[src/hdl/ca_cfar_2d_detector_defines.svh]
// Assertion macros shared by the detector RTL
`ifndef CA_CFAR_2D_DETECTOR_DEFINES_SVH
`define CA_CFAR_2D_DETECTOR_DEFINES_SVH

// Check on clk, suppressed while rst is high
`define CFAR_ASSERT(lbl, prop, msg) \
  lbl: assert property (@(posedge clk) disable iff (rst) prop) else $error(msg);

// Check on clk that also runs during reset
`define CFAR_ASSERT_ALWAYS(lbl, prop, msg) \
  lbl: assert property (@(posedge clk) prop) else $error(msg);

`endif

[src/hdl/cfar2d_pkg.sv]
package cfar2d_pkg;

  // Map geometry and window shape
  localparam int ROW_LEN       = 256;
  localparam int ROW_COUNT     = 128;
  localparam int TRAIN_RANGE   = 8;
  localparam int TRAIN_DOPPLER = 4;
  localparam int GUARD_RANGE   = 2;
  localparam int GUARD_DOPPLER = 2;

  localparam int HALF_R     = TRAIN_RANGE + GUARD_RANGE;
  localparam int HALF_D     = TRAIN_DOPPLER + GUARD_DOPPLER;
  localparam int WIN_ROWS   = 2 * HALF_D + 1;
  localparam int WIN_COLS   = 2 * HALF_R + 1;
  localparam int GUARD_ROWS = 2 * GUARD_DOPPLER + 1;
  localparam int GUARD_COLS = 2 * GUARD_RANGE + 1;
  localparam int HIST_ROWS  = WIN_ROWS - 1;
  localparam int N_TRAIN    = WIN_COLS * WIN_ROWS - GUARD_COLS * GUARD_ROWS;

  // Widths
  localparam int PWR_W    = 32;
  localparam int TF_W     = 16;
  localparam int TF_RESET = 3635;
  localparam int COL_W    = $clog2(ROW_LEN);
  localparam int ROW_W    = $clog2(ROW_COUNT);
  localparam int DOPP_W   = 7;
  localparam int RANGE_W  = 8;
  localparam int NOISE_W  = 40;
  localparam int GSUM_W   = PWR_W + $clog2(GUARD_ROWS + 1);
  localparam int CSUM_W   = PWR_W + $clog2(WIN_ROWS + 1);
  localparam int WSUM_W   = PWR_W + $clog2(WIN_ROWS * WIN_COLS + 1);
  localparam int GT_W     = GSUM_W + $clog2(GUARD_COLS + 1);
  localparam int NTR_W    = $clog2(N_TRAIN + 1);
  localparam int LHS_W    = PWR_W + NTR_W;
  localparam int PROD_W   = TF_W + WSUM_W;
  localparam int LINE_W   = PWR_W * HIST_ROWS;

  // Result packing: doppler_bin lowest
  localparam int RES_W    = DOPP_W + RANGE_W + 1 + PWR_W + NOISE_W;
  localparam int OUT_W    = ((RES_W + 7) / 8) * 8;
  localparam int IN_W     = PWR_W;

  // APB register map
  localparam int          PADDR_W       = 3;
  localparam logic [0:0]  REG_THRESHOLD = 1'b0;

  // One column of the window as it moves through the cell chain
  typedef struct packed {
    logic [CSUM_W-1:0] wsum;
    logic [GSUM_W-1:0] gsum;
    logic [PWR_W-1:0]  ctr;
  } col_t;

  // Position of the cell under test
  typedef struct packed {
    logic             test;
    logic [ROW_W-1:0] cd;
    logic [COL_W-1:0] cr;
  } meta_t;

  typedef struct packed {
    logic [NOISE_W-1:0] noise_sum;
    logic [PWR_W-1:0]   tested_power;
    logic               detected;
    logic [RANGE_W-1:0] range_bin;
    logic [DOPP_W-1:0]  doppler_bin;
  } res_t;

  typedef struct packed {
    logic       full;
    logic [1:0] count;
  } q_status_t;

endpackage

[src/hdl/cfar2d_cell.sv]
module cfar2d_cell
  import cfar2d_pkg::*;
(
  input  logic clk,
  input  logic rst,
  input  logic shift,
  input  col_t din,
  output col_t dout
);

  // One column slot of the range window; cleared so the running sum starts at zero
  always_ff @(posedge clk) begin
    if (rst) begin
      dout <= '0;
    end else if (shift) begin
      dout <= din;
    end
  end

endmodule

[config.mk]
export PLATFORM = sky130hd
export DESIGN_NAME = cfar2d_cell
export DESIGN_NICKNAME = d
export VERILOG_FILES = /design/src/hdl/ca_cfar_2d_detector_defines.svh /design/src/hdl/cfar2d_pkg.sv /design/src/hdl/cfar2d_cell.sv
export SDC_FILE = /design/constraint.sdc
export NUM_CORES = 1
export LEC_CHECK = 0
export BUFFER_PORTS_ARGS = -buffer_cell sky130_fd_sc_hd__buf_2
export CORE_MARGIN = 2
export CORE_UTILIZATION = 25
export DETAILED_ROUTE_END_ITERATION = 8
export GPL_TIMING_DRIVEN = 1
export HOLD_SLACK_MARGIN = 0.03
export MAX_ROUTING_LAYER = met4
export PLACE_DENSITY_LB_ADDON = 0.2
export SYNTH_ARGS = -nofsm -noshare
export SYNTH_HDL_FRONTEND = slang
export SYNTH_SLANG_ARGS = --single-unit
[constraint.sdc]
create_clock -name clk -period 1.4 [get_ports clk]
set_clock_uncertainty 0.1 [all_clocks]
set_input_delay 0.42 -clock clk [delete_from_list [all_inputs] [get_ports clk]]
set_output_delay 0.42 -clock clk [all_outputs]
set_load 0.05 [all_outputs]
# [Yosys cells after proc, flatten, opt, wreduce, memory -nomap -nowiden]
# Cells that the tools add are included.
[totals] inputBits=106 ff_bits=103 wordCells=3 out_inout_bits=103

# [Longest topological paths before layout]
[depth] ltp_word=0 ltp_mapped=5 ltp_nobuf=2

# [Least setup slack after synthesis]
# No wires, ideal clock.
[synth_path] path_kind="input to register" start="input shift" end="register dout[101] in the netlist's numbering" arrival_ns=1.038 path_slack_ns=0.135 required_ns=1.172 stages=5 cell_sequence="buf_4 buf_12 buf_12 mux2i_1 nor2_1"
[synth_rtl] item="from (decl)" line_no="cfar2d_cell.sv:6" rtl="input logic shift,"
[synth_rtl] item="to (signal assigned)" line_no="cfar2d_cell.sv:16" rtl="dout <= din;"
[synth_rtl] item="to (decl)" line_no="cfar2d_cell.sv:8" rtl="output col_t dout"

# [Worst setup path after layout]
[layout_path] start="register dout[0] in the netlist's numbering" end="output dout[0] in the netlist's numbering"
# No word-level cell between the ends.

==> run summary <==
Sequential area share after synthesis: 55.5%
Root buffer cell: clkbuf_16
Post-CTS Hold Buffers: 0
Lkg Pwr: 2.95 nW
DP Wirelength: 6.51 mm
TritonCTS buffer count: 9
# IOs: 209
CP required: 880 ps
Post-Route WL: 9.31 mm
Slew Limit Headroom: 81.3%
Slew @ Worst Pin: 281 ps
Total track usage: 12.1%
WL/cell: 12.8 um
Vias: 3028
CP Max Fanout: 2
First-pass GRT wire length: 15.0 mm
# diodes: 0
Worst-skew pair later-pin latency: 340 ps
Area of the core: 0.0145 mm^2
Initial antenna violation count: 0
Clock slew at reported path FFs: 70 ps
Synth unique cells: 7
Final ANT Viol Nets: 0
First DRT Iteration DRCs: 72
Most frequent cells in the layout: mux2i_1, nor2_1, buf_2
Reg with most FFs: dout
Die area: 0.0158 mm^2
Power per cell area: 1200 mW/mm^2
Synthesis-to-finish area growth: 61.1%
Syn_area_per_cell: 11.2 um^2
Number of global-route vias before repair: 3150
Number of I/O port buffers: 208
CTS sink cnt: 103
Status: complete, no violations
Fill cell count: 1401
Setup WS pre-CTS: 44.1 ps
Final worst path period share: 98.3%
Worst Hold Launch: din[24]
Final Max Slew Viols: 0
Mapped Nets: 438
Hold Path Class: in2reg
# DRC: 0
Critical Path Source: dout[0]
Final hold violations: 0
Synth Instances: 332
Final setup violation count: 0
Min Tclk post-route: 1380 ps
Num rows: 44
Starting Density: 25.5%
Vias per std cell: 4.15
WHS: 209 ps
Peak supply drop: 0.788 mV
Clock tree buffer depth: 2
Crit end category: output pin
Top delay family on crit path: flip-flops
Max reg flops: 103
Layout Utilization: 41.1%
Setup_tns: 0 ps
Mapped cell area: 0.00371 mm^2
Crit Path Class: reg2out
Die Span X: 126 um
Gpl congestion: 0.704
CTS tree: done
DR pass1 iterations: 4
Storage cell area: 0.00219 mm^2
Die Y-Extent: 126 um
Multi-input gate area: 0.00142 mm^2
Worst EP arrival: 860 ps
Worst r2r src: dout[3]
Number of max-cap violations: 0
Max incr delay on CP: 360 ps
CP Launch Type: flop
Total gr overflow: 0
Register bit total from synthesis: 103
Synth warn: 0
Largest net degree at the start of global routing: 59
Worst-path cell chain: buf_8
Crit-path slowest cell: dfxtp_2
Fmax: 726 MHz
Fraction of layout cells with a size suffix above 1: 61.2%
CP bufs+invs: 1
Htree depth: 3
Largest regs: dout: 103 flops
Final nets: 647
RSZ-0062 raised after global routing: yes
Setup ws final: 23.4 ps
==> synth_stat cells, drive strengths merged <==
cell type | n | area (um^2)
clkbuf | 10 | 37.5
dfxtp | 103 | 2060
buf | 13 | 195
nor2 | 103 | 387
mux2i | 103 | 1030
==> layer usage <==
metal / up-vias / wire length [um] / GRT usage, %
li1: 1511 / - / -
met1: 1373 / 3870 / 13.1
met2: 132 / 4450 / 20.3
met3: 12 / 844 / 4.72
met4: 0 / 155 / 4.27
met5: - / 0 / -
==> layout make-up <==
class,count,area share [%]
clock buffers,13,4.18
clock inverters,3,0.314
multi-input cells,206,23.7
flip-flops and latches,103,36.6
well taps,184,3.85
repair buffers,221,31.4
==> worst reg2reg max path, stage by stage, from the launching register on <==
cell	delay [ps]
dfxtp_2	330
buf_4	130
mux2i_1	140
nor2_1	50
==> through the flow <==
stage | instances | total power, W | area, um^2
3_3_place_gp | 713 | 0.00462 | 4900
4_1_cts | 729 | 0.00727 | 5900
6_report | 730 | 0.00716 | 5980
2_1_floorplan | 332 | 0.00426 | 3710
3_5_place_dp | 713 | 0.00464 | 4900
5_1_grt | 730 | 0.00751 | 5980
==> final timing paths <==
kind	to	slack (ps)	depth (start not counted)
setup reg to reg	dout[3]	530	3
setup / recovery	dout[0]	20	1
hold / removal	dout[24]	210	3
hold reg to reg	dout[72]	390	2
==> kinds of logic after synthesis <==
| kind of cell | share of synthesized area [%] |
|---|---|
| mux | 27.8 |
| flops | 55.5 |
| simple gates | 10.4 |
| buf+inv | 6.27 |
==> what timing repair did <==
item                       in CTS  in global routing
setup buffers                   0                  1
resized for setup             270                 45
setup endpoints to repair     103                 47
gates cloned                    0                  0
==> power by group <==
group	switching (W)	internal, W	total [W]
clock	0.00104	0.00125	0.00229
sequential	0.000127	0.00314	0.00327
combinational	0.000944	0.000649	0.00159
total	0.00211	0.00504	0.00716
No activity file was read; power rests on OpenSTA's default activity.
