===== src/hdl/ca_cfar_2d_detector_defines.svh =====
// Assertion macros shared by the detector RTL
`ifndef CA_CFAR_2D_DETECTOR_DEFINES_SVH
`define CA_CFAR_2D_DETECTOR_DEFINES_SVH

// Check on clk, suppressed while rst is high
`define CFAR_ASSERT(lbl, prop, msg) \
  lbl: assert property (@(posedge clk) disable iff (rst) prop) else $error(msg);

// Check on clk that also runs during reset
`define CFAR_ASSERT_ALWAYS(lbl, prop, msg) \
  lbl: assert property (@(posedge clk) prop) else $error(msg);

`endif


===== src/hdl/cfar2d_pkg.sv =====
package cfar2d_pkg;

  // Map geometry and window shape
  localparam int ROW_LEN       = 256;
  localparam int ROW_COUNT     = 128;
  localparam int TRAIN_RANGE   = 8;
  localparam int TRAIN_DOPPLER = 4;
  localparam int GUARD_RANGE   = 2;
  localparam int GUARD_DOPPLER = 2;

  localparam int HALF_R     = TRAIN_RANGE + GUARD_RANGE;
  localparam int HALF_D     = TRAIN_DOPPLER + GUARD_DOPPLER;
  localparam int WIN_ROWS   = 2 * HALF_D + 1;
  localparam int WIN_COLS   = 2 * HALF_R + 1;
  localparam int GUARD_ROWS = 2 * GUARD_DOPPLER + 1;
  localparam int GUARD_COLS = 2 * GUARD_RANGE + 1;
  localparam int HIST_ROWS  = WIN_ROWS - 1;
  localparam int N_TRAIN    = WIN_COLS * WIN_ROWS - GUARD_COLS * GUARD_ROWS;

  // Widths
  localparam int PWR_W    = 32;
  localparam int TF_W     = 16;
  localparam int TF_RESET = 3635;
  localparam int COL_W    = $clog2(ROW_LEN);
  localparam int ROW_W    = $clog2(ROW_COUNT);
  localparam int DOPP_W   = 7;
  localparam int RANGE_W  = 8;
  localparam int NOISE_W  = 40;
  localparam int GSUM_W   = PWR_W + $clog2(GUARD_ROWS + 1);
  localparam int CSUM_W   = PWR_W + $clog2(WIN_ROWS + 1);
  localparam int WSUM_W   = PWR_W + $clog2(WIN_ROWS * WIN_COLS + 1);
  localparam int GT_W     = GSUM_W + $clog2(GUARD_COLS + 1);
  localparam int NTR_W    = $clog2(N_TRAIN + 1);
  localparam int LHS_W    = PWR_W + NTR_W;
  localparam int PROD_W   = TF_W + WSUM_W;
  localparam int LINE_W   = PWR_W * HIST_ROWS;

  // Result packing: doppler_bin lowest
  localparam int RES_W    = DOPP_W + RANGE_W + 1 + PWR_W + NOISE_W;
  localparam int OUT_W    = ((RES_W + 7) / 8) * 8;
  localparam int IN_W     = PWR_W;

  // APB register map
  localparam int          PADDR_W       = 3;
  localparam logic [0:0]  REG_THRESHOLD = 1'b0;

  // One column of the window as it moves through the cell chain
  typedef struct packed {
    logic [CSUM_W-1:0] wsum;
    logic [GSUM_W-1:0] gsum;
    logic [PWR_W-1:0]  ctr;
  } col_t;

  // Position of the cell under test
  typedef struct packed {
    logic             test;
    logic [ROW_W-1:0] cd;
    logic [COL_W-1:0] cr;
  } meta_t;

  typedef struct packed {
    logic [NOISE_W-1:0] noise_sum;
    logic [PWR_W-1:0]   tested_power;
    logic               detected;
    logic [RANGE_W-1:0] range_bin;
    logic [DOPP_W-1:0]  doppler_bin;
  } res_t;

  typedef struct packed {
    logic       full;
    logic [1:0] count;
  } q_status_t;

endpackage


===== src/hdl/cfar2d_outq.sv =====
module cfar2d_outq
  import cfar2d_pkg::*;
(
  input  logic              clk,
  input  logic              rst,
  input  logic              push,
  input  res_t              din,
  output logic              m_tvalid,
  input  logic              m_tready,
  output logic [OUT_W-1:0]  m_tdata,
  output q_status_t         stat
);

  res_t       e0;
  res_t       e1;
  logic [1:0] count;
  logic       pop;

  assign pop        = m_tvalid && m_tready;
  assign m_tvalid   = (count != 2'd0);
  assign m_tdata    = OUT_W'(e0);
  assign stat.count = count;
  assign stat.full  = (count == 2'd2);

  // Two-entry result queue, head in e0
  always_ff @(posedge clk) begin
    if (rst) begin
      count <= 2'd0;
    end else begin
      case ({push, pop})
        2'b10: begin
          if (count == 2'd0) begin
            e0 <= din;
          end else begin
            e1 <= din;
          end
          count <= count + 2'd1;
        end
        2'b01: begin
          e0    <= e1;
          count <= count - 2'd1;
        end
        2'b11: begin
          if (count == 2'd1) begin
            e0 <= din;
          end else begin
            e0 <= e1;
            e1 <= din;
          end
        end
        default: begin
        end
      endcase
    end
  end

endmodule


===== config.mk =====
export PLATFORM = sky130hd
export DESIGN_NAME = cfar2d_outq
export DESIGN_NICKNAME = d
export VERILOG_FILES = /design/src/hdl/ca_cfar_2d_detector_defines.svh /design/src/hdl/cfar2d_pkg.sv /design/src/hdl/cfar2d_outq.sv
export SDC_FILE = /design/constraint.sdc
export NUM_CORES = 1
export LEC_CHECK = 0
export BUFFER_PORTS_ARGS = -buffer_cell sky130_fd_sc_hd__buf_2
export CORE_MARGIN = 4
export CORE_UTILIZATION = 30
export DETAILED_ROUTE_END_ITERATION = 10
export PLACE_DENSITY = 0.47
export SLEW_MARGIN = 20
export SYNTH_ARGS = -nofsm -noshare
export SYNTH_HDL_FRONTEND = slang
export SYNTH_SLANG_ARGS = --single-unit

===== constraint.sdc =====
create_clock -name clk -period 9.4 [get_ports clk]
set_input_delay 0.94 -clock clk [delete_from_list [all_inputs] [get_ports clk]]
set_output_delay 0.94 -clock clk [all_outputs]
set_load 0.05 [all_outputs]

* After elaboration in Yosys (flattened, before gate mapping)
Cells that the tools add are included.
Operators by class: add/sub/neg operators 2, equal/unequal tests 8, multiplexer cells 7, bitwise logic cells 1, reductions and logical operators 8
Operators with widths (number):
- $mux 88 | 4
- $pmux 88 s3 | 1
- $pmux 88 s2 | 1
- $eq 2x2->1 const B | 3
- $ne 2x2->1 const B | 3
- $reduce_bool 2->1 | 3
- $eq 2x1->1 const B | 2
- $pmux 2 s2 | 1
- $reduce_and 4->1 | 1
- $reduce_and 3->1 | 1
- $reduce_bool 3->1 | 1
- $add 2x1->2 const B | 1
- $logic_not 2->1 | 1
- $sub 2x1->2 const B | 1
- $logic_and 1x1->1 | 1
- $not 1->1 | 1
Word-level totals: register bits after elaboration 178, bits of input ports 92, output and inout port bits 92, logic and storage cells 37

* Longest topological paths before layout
depth after elaboration 5, depth in mapped cells 7, depth with buffers taken out 5

* Worst setup path before layout
OpenSTA, ideal clock, no wires.
path type register -> register, from register count[0], to register e1[0] in the netlist's numbering (enable), library setup time 0.642 ns, arrival time 7.281 ns, required time 8.758 ns, setup slack 1.477 ns, cell stages (with the launch flop) 5, buffers on the path 0, clock period less this slack 7.923 ns, cell sequence dfxtp_1 > inv_1 > ha_1 > o21a_1 > nor3_1
On the way: longest elaborated chain between the ends 5, elaborated cells on any way between the ends 10, classes of those cells eq/ne (5); reduce/logical (5)
Ends and longest elaborated chain:
- start: declaration | RTL line cfar2d_outq.sv:16 | logic [1:0] count;
- start signal: assignment | RTL line cfar2d_outq.sv:37 | count <= count + 2'd1;
- start signal: assignment | RTL line cfar2d_outq.sv:41 | count <= count - 2'd1;
- $reduce_bool 2->1 | RTL line cfar2d_outq.sv:20 | assign m_tvalid = (count != 2'd0);
- $logic_and 1x1->1 | RTL line cfar2d_outq.sv:19 | assign pop = m_tvalid && m_tready;
- $eq 2x2->1 | RTL line cfar2d_outq.sv:30 | case ({push, pop})
- $ne 2x2->1 (no line) / $reduce_bool 2->1 (equally long branches)
- $reduce_and 4->1 (no line) (*)
- end signal: assignment | RTL line cfar2d_outq.sv:35 | e1 <= din;
- end signal: assignment | RTL line cfar2d_outq.sv:48 | e1 <= din;
- end: declaration | RTL line cfar2d_outq.sv:15 | res_t e1;
Every way passes the cells marked *; elsewhere a longest branch is shown, timed or not. A chain may end at the register's enable or synchronous reset.

* Final worst setup path
from register count[0], to register e0, in the netlist m_tdata[20] (enable)
On the way: longest elaborated chain between the ends 5, elaborated cells on any way between the ends 9, classes of those cells eq/ne (4); reduce/logical (5)
Ends and longest elaborated chain:
- $reduce_bool 2->1 | RTL line cfar2d_outq.sv:20
- $logic_and 1x1->1 | RTL line cfar2d_outq.sv:19
- $eq 2x2->1 / $eq 2x1->1 (equally long branches) | RTL line cfar2d_outq.sv:30
- $ne 2x2->1 (no line) / $reduce_bool 3->1 (equally long branches)
- $reduce_and 3->1 (no line) (*)
- end signal: assignment | RTL line cfar2d_outq.sv:33 | e0 <= din;
- end signal: assignment | RTL line cfar2d_outq.sv:45 | e0 <= din;
- end: declaration | RTL line cfar2d_outq.sv:14 | res_t e0;
Marks and branches as above.

==> impl_metrics.yaml <==
outcome:
  outcome: "finished clean"
cts:
  numCtsBuffers: 17
  clock-root-buffer: "clkbuf_16"
  cts_num_sinks: 178
  cts_buffer_depth: 2
  cts_setup_buffers: 0
  clk_latency_ns: 0.42
  cts_max_level: 4
  hold_buffers: 0
  ctsResizeCount: 0
  cts_tree: "built"
  path_clk_slew_ns: 0.07
routing:
  drt-total-wl_microns: 13600
  dr.pass1.iters: 4
  vias: 3469
  wl_per_cell_microns: 17.2
  viasPerCell: 4.38
  ant_nets: 0
  drc: 0
  drt_iter0_drc: 192
yosys:
  synth_top_family_by_area: "multiplexers"
  synth_fa_ha_area_frac: 0.00934
  synth_most_common_cell: "edfxtp_1"
  synthFlopType: "edfxtp_1"
  yosysWarnings: 0
  synth_compound_area_frac: 0.00392
  ys_seq_elements: 178
  synth_edf_count: 176
  netlist_top_cells_count: "176 x edfxtp_1, 59 x mux2_2, 30 x mux2_4"
  ys_seq_area_frac: 0.795
  ys_types: 20
  syn_area_sq_um: 6700
  synth.area.mux_share: 0.169
  synth_area_per_cell_sq_um: 22.1
  synth_top_area_share: 0.789
  synthCells: 303
  synth_fp_nets: 400
  synthXorXnorAreaFrac: 0
  synthArstFlopShare: 0
  synth_simple_gate_area_share: 0.0103
  synthTopCellsByArea: "edfxtp_1 79%, mux2_2 9.9%, mux2_4 6.7%"
  yosysTopAreaCell: "edfxtp_1"
hold_path:
  min_path_type: "flip-flop to flip-flop"
  min_path_cells: 1
floorplanning:
  die_h_microns: 157
  die_area_sq_um: 24800
  initial_core_util: 0.306
  core_area_sq_um: 21900
  rows: 54
  ioPinCount: 184
  fp.dieW_microns: 157
critical_path:
  cp-start-kind: "flip-flop"
  cp.depth: 6
  crit_path_cell_trace: "inv_1, ha_1, nor2b_1, a21oi_1, nor2_4, buf_4"
  cp.arrival_ns: 2.90
  cpLargestDelayFamily: "buffers and inverters"
  r2r_cells: 6
  critPathRequiredTime_ns: 9.44
  cpMaxStageDelayCell: "buf_4"
  cpPeakStageDelay_ns: 0.82
  cp_num_buf_inv: 2
  endpoint_kind: "flip-flop"
  crit_path_max_fanout: 72
  critPathKind: "flip-flop to flip-flop"
layout:
  finalNonFillerCells: 792
  multi_input_area_sq_um: 1320
  n_antenna_cell: 0
  nNetsFinal: 596
  drive_gt1_frac: 0.600
  fill_cells: 2047
  seq_area_sq_um: 5330
  area_delta_synth_final_pct: 27.1
grt:
  first_global_vias: 3600
  grt_max_degree: 73
  grt-ovfl-total: 0
  grt_pass1_wl_microns: 20400
  antenna_found_initial: 4
  grt_usage: 0.108
sta:
  worst_pin_slew_ns: 1.01
  drv_slew: 0
  hold_viol_final: 0
  rsz0062_at_grt: "false"
  layout_min_cycle_time_ns: 2.87
  post-route-period-util: 0.305
  maxSlewHeadroom: 0.326
  fin_skew_ns: 0.0111
  finalSetupViolCount: 0
  setup_tns_ns: 0
  fmax_mhz: 349
placement:
  gp_congestion: 0.780
  dp_hpwl_microns: 9010
  portBuffers: 183
  numPlacedInstances: 760
power:
  leakagePower_nw: 3.26
  power_density_nw_per_um2: 247
  worst_ir_drop_vdd_mv: 0.110
run:
  maxCapViolations: 0
[power breakdown]
part	internal [mW]	switching, mW
sequential	0.969	0.0178
combinational	0.130	0.296
clock	0.392	0.300
total	1.49	0.613
[sequential cells by signal (all words and copies together), names as in the netlist]
| register | flops |
|---|---|
| e1 | 88 |
| m_tdata | 88 |
| count | 2 |
[logic make-up after synthesis]
family                     Yosys count
adders and majority gates            5
and+or+nand+nor                     13
muxes                               91
DFF                                178
AOI/OAI and AO/OA                    4
buffers and inverters               12
[through the flow]
stage	worst slack [ns]	power (mW)	hold slack, ns	utilization	cell area [sq um]
3_3_place_gp	6.30	1.43	0.531	0.363	7940
5_1_grt	6.28	2.19	0.558	0.389	8510
6_report	6.53	2.10	0.546	0.389	8510
2_1_floorplan	1.48	1.34	0.525	-	6700
3_5_place_dp	6.16	1.44	0.534	0.363	7940
4_1_cts	6.47	2.14	0.549	0.389	8510
[worst paths after layout]
kind / endpoint / slack, ns / startpoint
max reg2reg: m_tdata[20] / 6.53 / count[0]
max: m_tdata[20] / 6.53 / count[0]
min reg2reg: m_tdata[46] / 0.55 / e1[46]
min: m_tdata[46] / 0.55 / e1[46]
[layout make-up]
class	instances	share of cell area
multi-input combinational	113	0.155
tap	280	0.0412
clock inverter	13	0.0157
inverter	3	0.00132
clock buffer	19	0.0509
sequential	178	0.626
timing repair buffer	186	0.110
[cells in the final DEF (no fill, tap or decap), types with 5 or more instances in the layout]
| cell type | synthesis | routed |
|---|---|---|
| clkbuf_16 | 0 | 17 |
| mux2_4 | 30 | 30 |
| edfxtp_1 | 176 | 176 |
| buf_2 | 5 | 183 |
| ha_1 | 5 | 5 |
| mux2_2 | 59 | 59 |
[layer usage]
metal	share of wire	up-vias	global-route usage	wire, microns
met1	0.43	1749	0.139	5860
met2	0.48	110	0.168	6570
li1	-	1584	-	-
met5	0.0038	-	0	51
met3	0.071	18	0.0434	965
met4	0.011	8	0.0324	146
Note: power is estimated with default switching activity, not from simulation.
